===== src/rtl/core/ortest_pkg.sv =====
// Shared widths, types and codes for the oriented rectangle overlap test.
package ortest_pkg;

  localparam int COORD_WIDTH = 16;
  localparam int NUM_CORNERS = 4;
  localparam int NUM_COORDS  = 2 * NUM_CORNERS;
  localparam int NUM_DIMS    = 2;

  // axis component: difference of two coordinates
  localparam int AXIS_WIDTH  = COORD_WIDTH + 1;
  // one coordinate times one axis component
  localparam int PROD_WIDTH  = COORD_WIDTH + AXIS_WIDTH;
  // two-term dot product
  localparam int DOT_WIDTH   = PROD_WIDTH + 1;
  // sum of four coordinates (four times the box center)
  localparam int SUM_WIDTH   = COORD_WIDTH + 2;
  // 4*c - sum and its magnitude
  localparam int HALF_WIDTH  = COORD_WIDTH + 3;
  // box edge at four times scale
  localparam int EDGE_WIDTH  = COORD_WIDTH + 4;

  // coordinate order inside a rectangle
  localparam int IDX_AX = 0;
  localparam int IDX_AY = 1;
  localparam int IDX_BX = 2;
  localparam int IDX_BY = 3;
  localparam int IDX_CX = 4;
  localparam int IDX_CY = 5;
  localparam int IDX_DX = 6;
  localparam int IDX_DY = 7;

  localparam logic CMD_LOAD = 1'b0;
  localparam logic CMD_TEST = 1'b1;

  typedef logic signed [COORD_WIDTH-1:0] coord_t;
  typedef logic signed [AXIS_WIDTH-1:0]  axis_t;
  typedef logic signed [PROD_WIDTH-1:0]  prod_t;
  typedef logic signed [DOT_WIDTH-1:0]   dot_t;
  typedef logic signed [SUM_WIDTH-1:0]   sum_t;
  typedef logic signed [HALF_WIDTH-1:0]  half_t;
  typedef logic signed [EDGE_WIDTH-1:0]  edge_t;

  // load enables of the pipeline stages that the lanes own
  typedef struct packed {
    logic s2;
    logic s3;
    logic s4;
    logic s5;
  } ortest_en_t;

endpackage


===== src/rtl/core/ortest_box_lane.sv =====
// Bounding-box rejection lane, kept at four times scale so it stays exact.
module ortest_box_lane (
  input  logic                   clk,
  input  ortest_pkg::ortest_en_t en,
  input  ortest_pkg::coord_t     ref1_c [ortest_pkg::NUM_COORDS],
  input  ortest_pkg::coord_t     tst1_c [ortest_pkg::NUM_COORDS],
  input  ortest_pkg::coord_t     ref2_c [ortest_pkg::NUM_COORDS],
  input  ortest_pkg::coord_t     tst2_c [ortest_pkg::NUM_COORDS],
  output logic                   sep
);

  // index [dim]: 0 = x, 1 = y
  ortest_pkg::sum_t  rsum2_r [ortest_pkg::NUM_DIMS];
  ortest_pkg::sum_t  tsum2_r [ortest_pkg::NUM_DIMS];
  ortest_pkg::sum_t  rsum3_r [ortest_pkg::NUM_DIMS];
  ortest_pkg::sum_t  tsum3_r [ortest_pkg::NUM_DIMS];
  ortest_pkg::sum_t  rsum_nxt [ortest_pkg::NUM_DIMS];
  ortest_pkg::sum_t  tsum_nxt [ortest_pkg::NUM_DIMS];
  ortest_pkg::half_t rhalf_r [ortest_pkg::NUM_DIMS];
  ortest_pkg::half_t thalf_r [ortest_pkg::NUM_DIMS];
  ortest_pkg::half_t rhalf_nxt [ortest_pkg::NUM_DIMS];
  ortest_pkg::half_t thalf_nxt [ortest_pkg::NUM_DIMS];
  ortest_pkg::half_t rdist [ortest_pkg::NUM_DIMS][ortest_pkg::NUM_CORNERS];
  ortest_pkg::half_t tdist [ortest_pkg::NUM_DIMS][ortest_pkg::NUM_CORNERS];
  ortest_pkg::edge_t r_lo, r_hi, t_lo, t_hi;
  logic              sep4_nxt;
  logic              sep4_r, sep5_r;

  function automatic ortest_pkg::half_t dist4(ortest_pkg::coord_t c, ortest_pkg::sum_t s);
    ortest_pkg::half_t d;
    d = (ortest_pkg::half_t'(c) <<< 2) - ortest_pkg::half_t'(s);
    return d[ortest_pkg::HALF_WIDTH-1] ? -d : d;
  endfunction

  function automatic ortest_pkg::half_t max4(ortest_pkg::half_t a, ortest_pkg::half_t b,
                                             ortest_pkg::half_t c, ortest_pkg::half_t d);
    ortest_pkg::half_t m0, m1;
    m0 = (a > b) ? a : b;
    m1 = (c > d) ? c : d;
    return (m0 > m1) ? m0 : m1;
  endfunction

  // stage 2: four times the center of each box
  always_comb begin
    for (int d = 0; d < ortest_pkg::NUM_DIMS; d++) begin
      rsum_nxt[d] = '0;
      tsum_nxt[d] = '0;
      for (int k = 0; k < ortest_pkg::NUM_CORNERS; k++) begin
        rsum_nxt[d] = rsum_nxt[d] + ortest_pkg::sum_t'(ref1_c[2*k+d]);
        tsum_nxt[d] = tsum_nxt[d] + ortest_pkg::sum_t'(tst1_c[2*k+d]);
      end
    end
  end

  always_ff @(posedge clk) begin
    if (en.s2) begin
      rsum2_r <= rsum_nxt;
      tsum2_r <= tsum_nxt;
    end
  end

  // stage 3: half extents, largest corner distance from the center
  always_comb begin
    for (int d = 0; d < ortest_pkg::NUM_DIMS; d++) begin
      for (int k = 0; k < ortest_pkg::NUM_CORNERS; k++) begin
        rdist[d][k] = dist4(ref2_c[2*k+d], rsum2_r[d]);
        tdist[d][k] = dist4(tst2_c[2*k+d], tsum2_r[d]);
      end
      rhalf_nxt[d] = max4(rdist[d][0], rdist[d][1], rdist[d][2], rdist[d][3]);
      thalf_nxt[d] = max4(tdist[d][0], tdist[d][1], tdist[d][2], tdist[d][3]);
    end
  end

  always_ff @(posedge clk) begin
    if (en.s3) begin
      rhalf_r <= rhalf_nxt;
      thalf_r <= thalf_nxt;
      rsum3_r <= rsum2_r;
      tsum3_r <= tsum2_r;
    end
  end

  // stage 4: strictly apart on either dimension rejects
  always_comb begin
    sep4_nxt = 1'b0;
    for (int d = 0; d < ortest_pkg::NUM_DIMS; d++) begin
      r_lo = ortest_pkg::edge_t'(rsum3_r[d]) - ortest_pkg::edge_t'(rhalf_r[d]);
      r_hi = ortest_pkg::edge_t'(rsum3_r[d]) + ortest_pkg::edge_t'(rhalf_r[d]);
      t_lo = ortest_pkg::edge_t'(tsum3_r[d]) - ortest_pkg::edge_t'(thalf_r[d]);
      t_hi = ortest_pkg::edge_t'(tsum3_r[d]) + ortest_pkg::edge_t'(thalf_r[d]);
      if ((r_lo > t_hi) || (r_hi < t_lo)) begin
        sep4_nxt = 1'b1;
      end
    end
  end

  always_ff @(posedge clk) begin
    if (en.s4) begin
      sep4_r <= sep4_nxt;
    end
    // delay to line up with the axis lanes
    if (en.s5) begin
      sep5_r <= sep4_r;
    end
  end

  assign sep = sep5_r;

endmodule


===== config.mk =====
export PLATFORM = sky130hd
export DESIGN_NAME = ortest_box_lane
export DESIGN_NICKNAME = d
export VERILOG_FILES = /design/src/rtl/core/ortest_pkg.sv /design/src/rtl/core/ortest_box_lane.sv
export SDC_FILE = /design/constraint.sdc
export NUM_CORES = 2
export LEC_CHECK = 0
export ABC_AREA = 1
export BUFFER_PORTS_ARGS = -buffer_cell sky130_fd_sc_hd__clkbuf_2
export CAP_MARGIN = 20
export CORE_MARGIN = 5
export CORE_UTILIZATION = 62
export CTS_CLUSTER_DIAMETER = 100
export DETAILED_ROUTE_END_ITERATION = 12
export PLACE_DENSITY = 0.83
export SLEW_MARGIN = 0
export SYNTH_ARGS = -nofsm -noshare
export SYNTH_HDL_FRONTEND = slang
export SYNTH_SLANG_ARGS = --single-unit

===== constraint.sdc =====
create_clock -name clk -period 16.7 [get_ports clk]
set_input_delay 0.835 -clock clk [delete_from_list [all_inputs] [get_ports clk]]
set_output_delay 0.835 -clock clk [all_outputs]
set_load 0.05 [all_outputs]

==> metrics.txt <==
TritonCTS clock tree yes; count of nets after finishing 9,664; Die Outline Area 88,100 µm²; number of hold buffers added after CTS 0; number of nets with antenna violations after routing 0; Max transition margin 34.7%; largest fanout on the critical path 20; area added between synthesis and finish 8.42%; placeable core region 81,800 µm²; WP data required 17.00 ns; sink count of the clock tree 218; cells after synthesis 7,814; PostCTS Resize Cnt 0; Pins Over Slew Limit 0; number of rows created at floorplan 105; proportion of layout cells with a drive suffix above 1 8.62%; final period demand of the worst path 9.22 ns; Worst R2R Setup Slack 7.48 ns; Max Cap Viol 0; number of buffers created by CTS 26; area of combinational cells with multiple inputs 39,400 µm²; outcome complete, no violations; number of endpoints with negative hold slack in the final report 0; width of the chip 297 µm; Post-synth ARST share 0%; warnings from Yosys 0; CP dominant cell by count sky130_fd_sc_hd__nand2_1; global-route usage over all layers 35.2%; clock root buffer master sky130_fd_sc_hd__clkbuf_16; initial antenna violation count 2; worst slew pin tran 0.980 ns; first-pass iteration count of the detailed router 6; FF-to-FF End rhalf_r[14]$_DFFE_PP_; kind of capture point of the worst setup path flip-flop; post-route setup TNS 0 ns; Inserted Diodes 0; H-tree depth 1; category of the critical setup timing path flip-flop to flip-flop; standard cell with the maximum stage delay on the critical path sky130_fd_sc_hd__ha_1; Clock Path Buffers 3; Die Ht 297 µm; Min-Delay Endpoint sep$_DFFE_PP_; crit start category flip-flop; count of distinct cell types in the synthesized netlist 70; Starting Density 62.3%; fill cell total of the finished layout 7,429; Post-Syn Nets 9,217; routed via count 53,433; cell area after technology mapping 51,000 µm²; number of synthesized register bits 218; storage element area 6550 µm²; worst hold margin 0.420 ns; startpoint of the lowest-slack register-to-register path rsum2_r[0]$_DFFE_PP_; Inst Count DP 9,303; number of flops mapped to enable cells by yosys 218; family with the most delay on the worst path simple AND/OR/NAND/NOR gates; GPL Wtd Cong 1.02; num ports 518; fraction of the cycle the final worst path needs 55.2%; clock-pin slew of the registers on the worst-case setup and hold paths 0.06 ns; unrepaired setup endpoints after global routing no; count of buffers inserted at the top-level ports 517; Worst Path Arrival 9.52 ns; routed length per instance 17.4 µm; number of buffer and inverter instances along the worst setup path 3; beginning of the worst hold path sep4_r$_SDFFCE_PP1P_; insertion delay of the later-clocked pin in the worst-skew pair 0.56 ns; Post-Layout Cell Count 9,350; count of buffers added by post-CTS timing repair for setup 0; Crit path largest cell delay 0.81 ns; setup-violating endpoint count in the final report 0; peak clock frequency supported by timing 0.109 GHz; GRT Residual Overflow 0; worst min-delay path category flip-flop to flip-flop; sequential area share after synthesis 12.8%; syn_area_per_cell 6.53 µm²; number of cells traversed by the worst register-to-register path 38; commonest non-fill, non-tap cell in the layout sky130_fd_sc_hd__nand2_1; Worst Hold Depth 0; Via density 5.71; via count of the first global-routing pass 50,288; commonest cells after routing, fill and taps aside sky130_fd_sc_hd__nand2_1 (2,079), sky130_fd_sc_hd__inv_1 (1,204), sky130_fd_sc_hd__ha_1 (750), sky130_fd_sc_hd__nand3_1 (656), sky130_fd_sc_hd__nor2_1 (583); half-perimeter wire length after detailed placement 140 mm; flip-flop cell with the highest count after synthesis sky130_fd_sc_hd__edfxtp_1; global-route wire length before repair 257 mm; routed wire length 163 mm; maximum number of pins on one net before global-route repair 81; DRC 0; final core utilization 67.6%; DRC marker count from the first detailed-route iteration 4,484; worst clock skew on the final layout 0.0208 ns
## state kept, by name, indices dropped and copies added, names as in the netlist
signal,count
thalf_r,36
rsum3_r,36
sep4_r,1
rhalf_r,36
rsum2_r,36
tsum2_r,36
tsum3_r,36
sep,1
## through the flow
stage                     area, µm²  worst slack (ns)
final                         55300              7.48
after global routing          55300              6.71
after CTS                     55300              7.71
after detailed placement      54500              7.51
after global placement        54500              7.62
after floorplan               51000              9.80
## worst reg2reg max path: cells and delay by family (launching register included)
family	cells	cell delay (ns)
AND/OR/NAND/NOR	23	4.62
buffers and inverters	3	1.05
AO/OA/AOI/OAI	7	1.14
adder cells (fa/ha/maj)	3	1.30
flip-flops	1	0.45
XOR/XNOR	2	0.43
## logic make-up (layout without fill, tap and decap cells)
| logic type | count (synthesis) | count (layout) | synth area share, % |
|---|---|---|---|
| AOI/OAI and AO/OA | 971 | 971 | 10.9 |
| xor gates and xnor gates | 502 | 502 | 8.75 |
| adders and majority gates | 886 | 886 | 23.7 |
| buffers and inverters | 1327 | 1793 | 10.0 |
| DFF | 218 | 218 | 12.8 |
| and+or+nand+nor | 3910 | 3910 | 33.8 |
## per-layer routing
layer,track usage [%],up-vias,wire (µm)
li1,-,26666,-
met1,46.8,24321,70900
met2,59.4,2090,73700
met3,4.95,352,12100
met4,11.3,4,6350
met5,0,-,28
## worst max-delay path by stage
stage	from	to	slack, ns	cells past startpoint
3_5_place_dp	ref2_c[96]	rhalf_r[14]$_DFFE_PP_	7.51	43
5_1_grt	rsum2_r[0]$_DFFE_PP_	rhalf_r[8]$_DFFE_PP_	6.71	38
3_3_place_gp	ref2_c[96]	rhalf_r[4]$_DFFE_PP_	7.62	43
6_report	rsum2_r[0]$_DFFE_PP_	rhalf_r[14]$_DFFE_PP_	7.48	38
2_1_floorplan	tst2_c[102]	thalf_r[10]$_DFFE_PP_	9.80	46
4_1_cts	rsum2_r[9]$_DFFE_PP_	rhalf_r[14]$_DFFE_PP_	7.71	43
## final cells by class
| type | count | area share [%] |
|---|---|---|
| multi-input cells | 6269 | 71.1 |
| flip-flops and latches | 218 | 11.8 |
| inverters | 1226 | 8.32 |
| repair buffers | 520 | 4.73 |
| well taps | 1070 | 2.42 |
| clock buffers | 31 | 1.25 |
| clock inverters | 16 | 0.308 |
## Yosys cell counts, types with 24 or more instances
cell,n,area share [%]
sky130_fd_sc_hd__nand2_1,2079,15
sky130_fd_sc_hd__nor4_1,24,0.29
sky130_fd_sc_hd__nand2_2,42,0.51
sky130_fd_sc_hd__o21bai_1,37,0.54
sky130_fd_sc_hd__and2_1,85,1.0
sky130_fd_sc_hd__o31ai_1,31,0.46
sky130_fd_sc_hd__nor3_1,65,0.64
sky130_fd_sc_hd__nor2_1,583,4.3
sky130_fd_sc_hd__inv_1,1204,8.9
sky130_fd_sc_hd__nand4_1,247,3.0
sky130_fd_sc_hd__clkbuf_1,60,0.44
sky130_fd_sc_hd__xor2_1,384,6.6
sky130_fd_sc_hd__nand3_1,656,6.4
sky130_fd_sc_hd__a21oi_1,524,5.1
sky130_fd_sc_hd__fa_1,136,5.3
sky130_fd_sc_hd__edfxtp_1,218,13
sky130_fd_sc_hd__a31oi_1,30,0.37
sky130_fd_sc_hd__o21ai_0,178,1.7
sky130_fd_sc_hd__ha_1,750,18
sky130_fd_sc_hd__a21o_1,47,0.69
sky130_fd_sc_hd__nand3b_1,48,0.71
sky130_fd_sc_hd__xnor2_1,109,1.9
Power is left out: the tool's default activity adds up to more than one toggle a clock period on the data nets, which glitch-free logic cannot reach.
